### src/sv/chd_pkg.sv
// ----------------------------------------------------------------------------
// chd_pkg - shared types and constants for the canonical Huffman bit decoder
// Phase and mode encodings, result kinds, register map and parameter defaults.
// ----------------------------------------------------------------------------
package chd_pkg;

	localparam int SYMBOL_BITS_DEF  = 9;
	localparam int MAX_SYMBOLS_DEF  = 512;
	localparam int MAX_CODE_LEN_DEF = 32;

	localparam int OUT_SYM_W = 9;
	localparam int KIND_W    = 3;
	localparam int CFG_W     = 9;
	localparam int APB_AW    = 4;
	localparam int APB_DW    = 32;

	// register indexes (byte address = 4 * index)
	localparam logic [1:0] REG_NAME_END  = 2'd0;
	localparam logic [1:0] REG_NEXT_FILE = 2'd1;
	localparam logic [1:0] REG_ARCH_END  = 2'd2;

	localparam logic [CFG_W-1:0] NAME_END_RST  = 9'd256;
	localparam logic [CFG_W-1:0] NEXT_FILE_RST = 9'd257;
	localparam logic [CFG_W-1:0] ARCH_END_RST  = 9'd258;

	// front end: header parse, then code walk, then halt
	typedef enum logic [2:0] {
		PH_COUNT,
		PH_SYMS,
		PH_LENS,
		PH_DECODE,
		PH_HALT
	} phase_t;

	// back end: what the next decoded symbol means
	typedef enum logic [1:0] {
		MD_NAME,
		MD_BODY,
		MD_DONE
	} mode_t;

	typedef enum logic [KIND_W-1:0] {
		K_NAME_CHAR   = 3'd0,
		K_BODY_BYTE   = 3'd1,
		K_NAME_END    = 3'd2,
		K_NEXT_FILE   = 3'd3,
		K_ARCHIVE_END = 3'd4,
		K_ERROR       = 3'd5
	} kind_t;

	// per-bit event from the front end
	typedef struct packed {
		logic tbl_we;	// header symbol goes into the symbol table
		logic hit;	// code matched, table read at tbl_addr
		logic fail;	// header or code error
	} dec_ev_t;

endpackage

### src/sv/chd_decode.sv
// ----------------------------------------------------------------------------
// chd_decode - header parser and canonical code walker
// Consumes one bit per step: assembles header words, keeps per-length code
// counts, and tracks first code / base index while walking a code.
// ----------------------------------------------------------------------------
module chd_decode #(
	parameter int SYMBOL_BITS  = chd_pkg::SYMBOL_BITS_DEF,
	parameter int MAX_SYMBOLS  = chd_pkg::MAX_SYMBOLS_DEF,
	parameter int MAX_CODE_LEN = chd_pkg::MAX_CODE_LEN_DEF
) (
	input  logic                           clk,
	input  logic                           arst_n,
	input  logic                           active,
	input  logic                           step,
	input  logic                           bit_in,
	output chd_pkg::dec_ev_t               ev,
	output logic [$clog2(MAX_SYMBOLS)-1:0] tbl_addr,
	output logic [SYMBOL_BITS-1:0]         tbl_wdata
);

	localparam int WB_W  = $clog2(SYMBOL_BITS + 1);
	localparam int LI_W  = $clog2(MAX_CODE_LEN + 2);
	localparam int LA_W  = $clog2(MAX_CODE_LEN);
	localparam int ACC_W = SYMBOL_BITS + $clog2(MAX_CODE_LEN) + 1;
	localparam int FW    = MAX_CODE_LEN;
	localparam int TA_W  = $clog2(MAX_SYMBOLS);
	localparam int CW    = (FW > SYMBOL_BITS) ? FW : SYMBOL_BITS;
	localparam int SW    = CW + 1;

	localparam logic [31:0]     MAX_SYM_L = 32'(MAX_SYMBOLS);
	localparam logic [WB_W-1:0] WORD_LAST = WB_W'(SYMBOL_BITS - 1);
	localparam logic [LA_W-1:0] LEN_LAST  = LA_W'(MAX_CODE_LEN - 1);
	localparam logic [LI_W-1:0] LI_MAX    = LI_W'(MAX_CODE_LEN);
	localparam logic [LI_W-1:0] LI_ONE    = LI_W'(1);

	chd_pkg::phase_t phase_q, phase_d;

	logic [SYMBOL_BITS-1:0] wshift_q;
	logic [WB_W-1:0]        wbc_q;
	logic [SYMBOL_BITS-1:0] total_q;
	logic [ACC_W-1:0]       recv_q;
	logic [LI_W-1:0]        li_q;
	logic [SYMBOL_BITS-1:0] lc_q [MAX_CODE_LEN];
	logic [FW-1:0]          partial_q;
	logic [FW-1:0]          first_q;
	logic                   big_q;	// first code beyond any code of MAX_CODE_LEN bits
	logic [ACC_W-1:0]       base_q;
	logic [LA_W-1:0]        clen_q;

	// header word assembly
	logic [SYMBOL_BITS-1:0] wshift_n;
	logic                   word_done, in_hdr, hdr_word, cnt_too_big;
	logic [ACC_W-1:0]       recv_inc, recv_add;
	logic                   syms_done, lens_done, lens_over;
	logic [LI_W-1:0]        li_inc;

	// code walk
	logic                   dec;
	logic [FW-1:0]          cand, diff;
	logic                   cnt_ok, code_hit, off_ok, overlong;
	logic [SYMBOL_BITS-1:0] cnt;
	logic [ACC_W:0]         off;
	logic [SW-1:0]          sum;
	logic [SW:0]            shifted;

	assign wshift_n    = {wshift_q[SYMBOL_BITS-2:0], bit_in};
	assign word_done   = (wbc_q == WORD_LAST);
	assign in_hdr      = (phase_q == chd_pkg::PH_COUNT) || (phase_q == chd_pkg::PH_SYMS) ||
	                     (phase_q == chd_pkg::PH_LENS);
	assign hdr_word    = active && in_hdr && word_done;
	assign cnt_too_big = 32'(wshift_n) > MAX_SYM_L;
	assign recv_inc    = recv_q + ACC_W'(1);
	assign syms_done   = recv_inc >= ACC_W'(total_q);
	assign recv_add    = recv_q + ACC_W'(wshift_n);
	assign lens_done   = recv_add >= ACC_W'(total_q);
	assign li_inc      = li_q + LI_ONE;
	assign lens_over   = li_inc > LI_MAX;

	assign dec      = active && (phase_q == chd_pkg::PH_DECODE);
	assign cand     = {partial_q[FW-2:0], bit_in};
	// only lengths already received carry codes
	assign cnt_ok   = (LI_W'(clen_q) + LI_ONE) < li_q;
	assign cnt      = cnt_ok ? lc_q[clen_q] : '0;
	assign diff     = cand - first_q;
	assign code_hit = !big_q && (cand >= first_q) && (CW'(diff) < CW'(cnt));
	assign off      = {1'b0, base_q} + (ACC_W + 1)'(diff);
	assign off_ok   = off < (ACC_W + 1)'(total_q);
	assign overlong = (clen_q == LEN_LAST);
	assign sum      = SW'(first_q) + SW'(cnt);
	assign shifted  = {sum, 1'b0};

	// next phase
	always_comb begin
		phase_d = phase_q;
		case (phase_q)
			chd_pkg::PH_COUNT: begin
				if (hdr_word) begin
					if (cnt_too_big)
						phase_d = chd_pkg::PH_HALT;
					else if (wshift_n == '0)
						phase_d = chd_pkg::PH_DECODE;
					else
						phase_d = chd_pkg::PH_SYMS;
				end
			end
			chd_pkg::PH_SYMS: begin
				if (hdr_word && syms_done)
					phase_d = chd_pkg::PH_LENS;
			end
			chd_pkg::PH_LENS: begin
				if (hdr_word) begin
					if (lens_done)
						phase_d = chd_pkg::PH_DECODE;
					else if (lens_over)
						phase_d = chd_pkg::PH_HALT;
				end
			end
			chd_pkg::PH_DECODE: begin
				if (dec && ((code_hit && !off_ok) || (!code_hit && overlong)))
					phase_d = chd_pkg::PH_HALT;
			end
			default: phase_d = phase_q;
		endcase
	end

	// events and table port
	always_comb begin
		ev.tbl_we = hdr_word && (phase_q == chd_pkg::PH_SYMS);
		ev.hit    = dec && code_hit && off_ok;
		ev.fail   = (hdr_word && (phase_q == chd_pkg::PH_COUNT) && cnt_too_big) ||
		            (hdr_word && (phase_q == chd_pkg::PH_LENS) && !lens_done && lens_over) ||
		            (dec && code_hit && !off_ok) ||
		            (dec && !code_hit && overlong);
		tbl_addr  = (phase_q == chd_pkg::PH_SYMS) ? TA_W'(recv_q) : TA_W'(off);
		tbl_wdata = wshift_n;
	end

	always_ff @(posedge clk or negedge arst_n) begin
		if (!arst_n) begin
			phase_q   <= chd_pkg::PH_COUNT;
			wshift_q  <= '0;
			wbc_q     <= '0;
			total_q   <= '0;
			recv_q    <= '0;
			li_q      <= LI_ONE;
			partial_q <= '0;
			first_q   <= '0;
			big_q     <= 1'b0;
			base_q    <= '0;
			clen_q    <= '0;
		end else if (step) begin
			phase_q <= phase_d;
			if (in_hdr) begin
				wshift_q <= word_done ? '0 : wshift_n;
				wbc_q    <= word_done ? '0 : wbc_q + WB_W'(1);
			end
			if (hdr_word) begin
				case (phase_q)
					chd_pkg::PH_COUNT: begin
						if (!cnt_too_big) begin
							total_q   <= wshift_n;
							recv_q    <= '0;
							li_q      <= LI_ONE;
							partial_q <= '0;
							first_q   <= '0;
							big_q     <= 1'b0;
							base_q    <= '0;
							clen_q    <= '0;
						end
					end
					chd_pkg::PH_SYMS: begin
						if (syms_done) begin
							recv_q <= '0;
							li_q   <= LI_ONE;
						end else begin
							recv_q <= recv_inc;
						end
					end
					chd_pkg::PH_LENS: begin
						recv_q <= recv_add;
						li_q   <= li_inc;
						if (lens_done) begin
							partial_q <= '0;
							first_q   <= '0;
							big_q     <= 1'b0;
							base_q    <= '0;
							clen_q    <= '0;
						end
					end
					default: ;
				endcase
			end
			if (dec) begin
				if (code_hit) begin
					partial_q <= '0;
					first_q   <= '0;
					big_q     <= 1'b0;
					base_q    <= '0;
					clen_q    <= '0;
				end else if (!overlong) begin
					base_q    <= base_q + ACC_W'(cnt);
					first_q   <= shifted[FW-1:0];
					big_q     <= big_q | (|shifted[SW:FW]);
					partial_q <= cand;
					clen_q    <= clen_q + LA_W'(1);
				end
			end
		end
	end

	// per-length code counts, written once per length during the header
	always_ff @(posedge clk) begin
		if (step && hdr_word && (phase_q == chd_pkg::PH_LENS))
			lc_q[LA_W'(li_q - LI_ONE)] <= wshift_n;
	end

endmodule

### config.mk
export PLATFORM = sky130hd
export DESIGN_NAME = chd_decode
export DESIGN_NICKNAME = d
export VERILOG_FILES = /design/src/sv/chd_pkg.sv /design/src/sv/chd_decode.sv
export SDC_FILE = /design/constraint.sdc
export NUM_CORES = 1
export LEC_CHECK = 0
export ABC_AREA = 1
export BUFFER_PORTS_ARGS = -buffer_cell sky130_fd_sc_hd__buf_2
export CAP_MARGIN = 10
export CORE_ASPECT_RATIO = 0.9
export CORE_MARGIN = 10
export CORE_UTILIZATION = 30
export DETAILED_ROUTE_END_ITERATION = 12
export GPL_TIMING_DRIVEN = 0
export PLACE_DENSITY = 0.55
export SKIP_LAST_GASP = 1
export SLEW_MARGIN = 20
export SYNTH_ARGS = -nofsm -noshare
export SYNTH_HDL_FRONTEND = slang
export SYNTH_SLANG_ARGS = --single-unit
### constraint.sdc
create_clock -name clk -period 12.2 [get_ports clk]
set_input_delay 0.61 -clock clk [delete_from_list [all_inputs] [get_ports clk]]
set_output_delay 0.61 -clock clk [all_outputs]
set_load 0.02 [all_outputs]
==> run metrics, run 1 <==
clock network power share a little under a third; RSZ-0062 raised after global routing no; count leader, synth nand2_1; WS Path Type flip-flop to output pin; Reg clk slew, reported paths roughly 60 ps; Synth Instances 3080; Setup TNS Final 0 ps; transition time of the tightest slew-check pin roughly 1200 ps; gr usage total roughly 18%; vias in the first global route 21.1k; routability congestion estimate about 0.9; final worst path period share between 60% and 70%; GR Layer Usage met1 between 20% and 30%; Avg Vias per Cell a little over 5; Final min period 8340 ps; htree depth 2; die height ~300 um; vias between 20k and 25k; synth warn 0; endpoints failing setup 0; die width ~330 um; I/O pins 26; DPL Wire Length 62.8 mm; cell taking the most area after synthesis edfxtp_1; WL final 87.1 mm; fraction of final layout cells sized beyond drive strength 1 5.86%; Worst Setup Start Kind flip-flop; register area 11900 um^2; Syn Nets approximately 3.2k; sequential share of power approximately a third; P_int 2.83 mW; number of synthesized flops with an enable pin about 290; synth unique cells between 50 and 60; largest net degree at the start of global routing roughly 80; Leak Pwr roughly 11 nW; CTS tree done; row count 101; antenna viol nets, final 0; Req. time, crit path 11590 ps; ys async rst share a little under a third; final core occ roughly 34%; CP Capture Type output pin; multi-input combinational cell area between 10000 and 15000 um^2; Net Switching between 1.5 and 2 mW; met3 Track Usage GR about 3.7%; Comb power frac 33.5%; Synth area leaders edfxtp_1 (34%), dfrtp_1 (13%), nand2_1 (12%); Max Root-Sink Buffers 3; DRC violations left 0; Layout area overhead 12.4%; most frequent cells after synthesis nand2_1 (793), nand3_1 (354), edfxtp_1 (288); Initial Util a little under a third; die area between 90000 and 100000 um^2; initial antenna violation count 1; first-pass GRT wire length 132 mm; 1st-iter DRT viols between 2k and 3k; VDD IR max 0.140 mV; Worst-Skew Late Latency 600 ps; Slew Limit Fails 0; Wirelength per Cell approximately 20 um; register area share after synthesis between 40% and 50%; root buf cell clkbuf_16; relative slew slack between 20% and 30%; syn_area_per_cell slightly above 8 um^2; top-area cell type share of the netlist area roughly a third; Core Area around 84000 um^2; f_max around 0.12 GHz; worst hold path type flip-flop to flip-flop; Buffers on Ports 25; Synth Cell Area around 25000 um^2; Yosys reg bits 417; final net count between 3k and 4k; final hold vios 0; max_cap viols 0; leading register cell type out of synthesis edfxtp_1; Most Used Layer, Global Route met2; # clock sinks between 400 and 500; GR Layer Usage met2 26.4%; status completed; clock skew approximately 21 ps; Switching Fraction a little under two fifths; TritonCTS Buffers 47; P per Cell Area between 150 and 200 nW/um^2; Crit Path Max Fanout 10; crit path DAT ~7700 ps; gr ovfl total 0; FILL cells 8904; router iterations before antenna repair 6
-- per-layer routing --
metal	vias up	share of wire, %
li1	10700	-
met1	10600	47
met2	912	42
met3	119	8.9
met4	4	1.9
met5	-	0.028
-- per-stage QoR --
step                      cell area (um^2)  hold slack, ps  instances  setup slack (ps)  power, mW
after floorplan                      25400             314       3080              7040       2.65
after global placement               27000             468       4238              4430       3.08
after detailed placement             27000             473       4239              4430       3.09
after CTS                            28600             474       4326              4020       4.49
after global routing                 28600             499       4326              3500       4.76
final                                28600             484       4327              3860       4.50
-- state kept, by name, indices dropped and copies added (netlist names) --
register	flops
clen_q	5
first_q	32
base_q	15
big_q	1
wbc_q	4
total_q	9
lc_q	288
li_q	6
partial_q	31
wshift_q	8
phase_q	3
recv_q	15
-- worst paths after layout --
path	startpoint	end	slack, ps	depth (start not counted)
min reg2reg	total_q[2]$_DFFE_PN0P_	total_q[2]$_DFFE_PN0P_	480	2
max reg2reg	clen_q[0]$_DFFE_PN0P_	first_q[29]$_DFFE_PN0P_	4170	31
min	total_q[2]$_DFFE_PN0P_	total_q[2]$_DFFE_PN0P_	480	2
max in group asynchronous	arst_n	wshift_q[4]$_DFFE_PN0P_	10760	3
max	clen_q[0]$_DFFE_PN0P_	ev[0]	3860	23
min in group asynchronous	arst_n	first_q[22]$_DFFE_PN0P_	590	2
-- power groups by stage --
stage / sequential [mW] / combinational (mW) / clock (mW)
final: 1.59 / 1.50 / 1.40
after CTS: 1.59 / 1.48 / 1.42
after global placement: 1.62 / 1.47 / 0
after detailed placement: 1.61 / 1.47 / 0
after floorplan: 1.60 / 1.06 / 0
after global routing: 1.59 / 1.69 / 1.48
-- what timing repair did --
action,in CTS,in global routing
gates resized for setup,0,0
setup buffers,0,0
hold buffers,1,0
hold endpoints to repair,51,0
-- placed cells by master, fill, tap and decap left out, types with 18 or more instances in the layout --
master       n
buf_2       34
ha_1       124
inv_1      283
clkbuf_16   48
nor3_1      24
a221oi_1    18
nand3_1    354
buf_1       20
nand4_1     30
o21ai_1     59
xor2_1      62
nand2_1    793
nor2_1     179
dfrtp_1    120
edfxtp_1   288
a21oi_1    184
o21ai_0    175
xnor2_1     18
clkbuf_1   114
nor2_2      21
-- logic make-up after synthesis --
logic type | synth area share (%)
buffers and inverters | 7.03
AO/OA/AOI/OAI | 12.8
AND/OR/NAND/NOR | 24.2
flip-flops | 46.7
adder cells (fa/ha/maj) | 6.49
XOR/XNOR | 2.82
-- worst max-delay path, stage by stage, from the launching register on --
cell	delay, ps
dfrtp_1	470
clkbuf_1	570
clkbuf_1	560
buf_1	610
nand3_1	300
xor2_1	300
inv_1	70
ha_1	290
a21oi_1	140
o21ai_0	90
a21oi_1	780
nand3_1	470
ha_1	350
or2_2	290
nor2_1	120
nand3_1	100
nor2_1	130
nand4_1	120
nor3_2	380
nand2_1	140
buf_6	190
nand3_1	140
o311ai_0	260
buf_2	240
-- final cells by class --
type | count | share of cell area [%]
timing repair buffer | 27 | 0.604
sequential | 417 | 41.6
antenna | 1 | 0.00876
clock buffer | 71 | 4.74
clock inverter | 15 | 0.525
inverter | 293 | 3.85
buffer | 149 | 2.41
tap | 1133 | 4.96
multi-input combinational | 2221 | 41.3
No activity file was read; power rests on OpenSTA's default activity.
==> inputs of run 2 (changes only) <==
--- a/config.mk
+++ b/config.mk
@@ -5,7 +5,7 @@
 export SDC_FILE = /design/constraint.sdc
 export NUM_CORES = 1
 export LEC_CHECK = 0
-export ABC_AREA = 1
+export ABC_AREA = 0
 export BUFFER_PORTS_ARGS = -buffer_cell sky130_fd_sc_hd__buf_2
 export CAP_MARGIN = 10
 export CORE_ASPECT_RATIO = 0.9
==> constraint.sdc (replaced) <==
create_clock -name clk -period 8.22 [get_ports clk]
set_input_delay 0.411 -clock clk [delete_from_list [all_inputs] [get_ports clk]]
set_output_delay 0.411 -clock clk [all_outputs]
set_load 0.02 [all_outputs]
==> run 2 against run 1 <==
  * Critical path type unchanged
  * Sequential power grew 40%
  * Total power shrank 2.9%
  * Design area shrank 7.1%
  * Synthesized area shrank 7.5%
  * Via count shrank 24%
  * First-iteration DRC count shrank 48%
==> run metrics, run 2 <==
status completed (unchanged); final worst path period share between 90 and 100%; Avg Vias per Cell 5.36 (was 5.17); router iterations before antenna repair 5 (was 6); final hold vios 0 (unchanged); root buf cell clkbuf_16 (unchanged); max_cap viols 0 (unchanged); most frequent cells after synthesis edfxtp_1 (288), nand2_1 (224), o21ai_0 (144) (was nand2_1 (793), nand3_1 (354), edfxtp_1 (288)); crit path DAT 7160 ps (was 7730 ps); transition time of the tightest slew-check pin 987 ps (was 1170 ps); Final min period 7570 ps; P per Cell Area 164 nW/um^2 (was 157 nW/um^2); clock network power share 48.2% (was 31.2%); Synth Instances 2037 (was 3080); most flop-heavy register lc_q (unchanged); Switching Fraction 21.1% (was 37.1%); 1st-iter DRT viols 1353 (was 2603); RSZ-0062 raised after global routing no (unchanged); most frequent cells in the layout edfxtp_1 (288), nand2_1 (224), o21ai_0 (144) (was nand2_1 (793), nand3_1 (354), edfxtp_1 (288)); Worst-Skew Late Latency 630 ps (was 600 ps); FILL cells 7605 (was 8904); Net Switching 0.921 mW (was 1.67 mW); Synth area leaders edfxtp_1 (37%), dfrtp_1 (14%), mux4_2 (8.0%) (was edfxtp_1 (34%), dfrtp_1 (13%), nand2_1 (12%)); DRC violations left 0 (unchanged); DPL Wire Length 49.2 mm (was 62.8 mm); synth warn 0 (unchanged); VDD IR max 0.181 mV (was 0.140 mV); P_int 3.44 mW (was 2.83 mW); R2R depth 22 (was 31); Crit Path Max Fanout 10 (unchanged); WS Path Type flip-flop to output pin (unchanged); worst hold path type primary input to async pin (was flip-flop to flip-flop); WL final 67.5 mm (was 87.1 mm); relative slew slack 34.2% (was 22.0%); Worst Setup SP clen_q[1]$_DFFE_PN0P_ (was clen_q[0]$_DFFE_PN0P_); Synth Cell Area 23500 um^2 (was 25400 um^2); first-pass GRT wire length 103 mm (was 132 mm); row count 97 (was 101); CP Capture Type output pin (unchanged); TritonCTS Buffers 46 (was 47); htree depth 2 (unchanged); Leak Pwr 10.7 nW (was 11.3 nW); f_max around 0.13 GHz; vias 17.1k (was 22.4k); worst r2r src clen_q[1]$_DFFE_PN0P_ (was clen_q[0]$_DFFE_PN0P_); largest net degree at the start of global routing 67 (was 79); Req. time, crit path 7810 ps (was 11590 ps); # clock sinks 417 (unchanged); sequential share of power 51.0% (was 35.3%); number of synthesized flops with an enable pin 288 (unchanged); Syn Nets 2171 (was 3214); Max Root-Sink Buffers 3 (unchanged); vias in the first global route 16.7k (was 21.1k); register area share after synthesis 50.5% (was 46.7%); top flop regs lc_q (288), first_q (32), partial_q (31) (unchanged); Comb power frac 0.8% (was 33.5%); die area 90000 um^2 (was 96800 um^2); CTS tree done (unchanged); cell taking the most area after synthesis edfxtp_1 (unchanged); total design power 4.37 mW (was 4.50 mW); initial antenna violation count 0 (was 1); most common cell after layout, fill and taps aside edfxtp_1 (was nand2_1); top-area cell type share of the netlist area 36.8% (was 34.0%); Yosys reg bits 417 (unchanged); gr usage total 14.6% (was 17.5%); I/O pins 26 (unchanged); endpoints failing setup 0 (unchanged); ys async rst share 30.9% (unchanged); antenna viol nets, final 0 (unchanged); Initial Util 30.2% (about the same); synth unique cells 83 (was 59); die width 315 um (was 327 um); Buffers on Ports 24 (was 25); Layout area overhead 13.0% (was 12.4%); routability congestion estimate 0.918 (was 0.921); fraction of final layout cells sized beyond drive strength 1 12.2% (was 5.86%); count leader, synth edfxtp_1 (was nand2_1); Reg clk slew, reported paths 60 ps (about the same); leading register cell type out of synthesis edfxtp_1 (unchanged); n_diodes 0 (was 1); WHS 351 ps (was 484 ps); Worst Setup Start Kind flip-flop (unchanged); die height 286 um (was 296 um); final net count 2246 (was 3290); Largest register FFs 288 (unchanged); Wirelength per Cell 21.2 um (was 20.1 um); clock skew 70.6 ps (was 20.7 ps); Core Area 77800 um^2 (was 84200 um^2); syn_area_per_cell 11.5 um^2 (was 8.26 um^2); Setup Fix Bufs, Post-CTS 0 (unchanged); Slew Limit Fails 0 (unchanged); gr ovfl total 0 (unchanged)
[run 2: power groups by stage]
| stage | registers, mW | logic [mW] | clock network [mW] |
|---|---|---|---|
| after detailed placement | 2.27 | 0.0344 | 0 |
| after global routing | 2.23 | 0.0385 | 2.23 |
| final | 2.23 | 0.0340 | 2.10 |
| after floorplan | 2.27 | 0.00778 | 0 |
| after CTS | 2.23 | 0.0351 | 2.15 |
| after global placement | 2.27 | 0.0313 | 0 |
[run 2: logic make-up (layout without fill, tap and decap cells)]
| family | count (synthesis) | in the layout | share of synthesized area, % |
|---|---|---|---|
| multiplexers | 122 | 122 | 9.79 |
| flip-flops | 417 | 417 | 50.5 |
| XOR/XNOR | 84 | 84 | 3.13 |
| adder cells (fa/ha/maj) | 129 | 129 | 7.03 |
| AO/OA/AOI/OAI | 516 | 516 | 14.7 |
| AND/OR/NAND/NOR | 577 | 577 | 11.5 |
| buffers and inverters | 192 | 302 | 3.31 |
[run 2: worst max-delay path, cell delays in order, from the launching register on]
cell,delay (ps)
dfrtp_1,540
buf_2,320
buf_1,540
clkbuf_2,440
nand3_1,180
xnor2_1,190
ha_1,200
o21a_1,180
a311oi_2,530
nand2_1,210
ha_1,330
nor2_1,310
nand2_1,140
nor4_1,260
nand3_1,100
or3b_2,480
nor4b_1,360
nand4_1,350
or3_1,480
o21ai_0,100
o22ai_1,130
buf_2,190
[run 2: final cells by class]
cell class | count | area (um^2) | area share (%)
multi-input cells | 1428 | 10900 | 40.9
clock inverters | 27 | 350 | 1.32
well taps | 1039 | 1300 | 4.90
repair buffers | 28 | 178 | 0.669
inverters | 95 | 357 | 1.34
plain buffers | 96 | 422 | 1.59
flip-flops and latches | 417 | 11900 | 44.8
clock buffers | 56 | 1200 | 4.51
[run 2: final timing paths]
check | endpoint | slack, ps
worst min register to register | big_q$_DFFE_PN0P_ | 500
max in group asynchronous | li_q[0]$_DFFE_PN1P_ | 7090
min in group clk | wshift_q[0]$_DFFE_PN0P_ | 410
worst min-delay path | first_q[24]$_DFFE_PN0P_ | 350
worst max-delay path | ev[0] | 650
worst max register to register | first_q[18]$_DFFE_PN0P_ | 1250
[run 2: stage by stage]
step | TNS [ps] | area (um^2) | utilization [%] | setup slack, ps | instances
final | 0 | 26600 | 34.1 | 650 | 3186
after global routing | 0 | 26600 | 34.1 | 106 | 3186
after CTS | 0 | 26500 | 34.1 | 30.9 | 3187
after detailed placement | 0 | 25000 | 32.1 | 673 | 3103
after global placement | -4440 | 24900 | 32.0 | -195 | 3100
after floorplan | 0 | 23500 | - | 2210 | 2037
[run 2: what timing repair did]
action / in CTS / in global routing
endpoints found under the setup margin: 0 / 2
gates resized for setup: 0 / 5
hold buffers: 1 / 0
endpoints found under the hold margin: 65 / 0
[run 2: per-layer routing]
layer	track usage (%)	vias up	share of wire, %
met2	22.8	568	45
met3	2.98	77	6.8
met5	0	-	0
met4	3.31	0	1.8
li1	-	7872	-
met1	20.6	8573	46
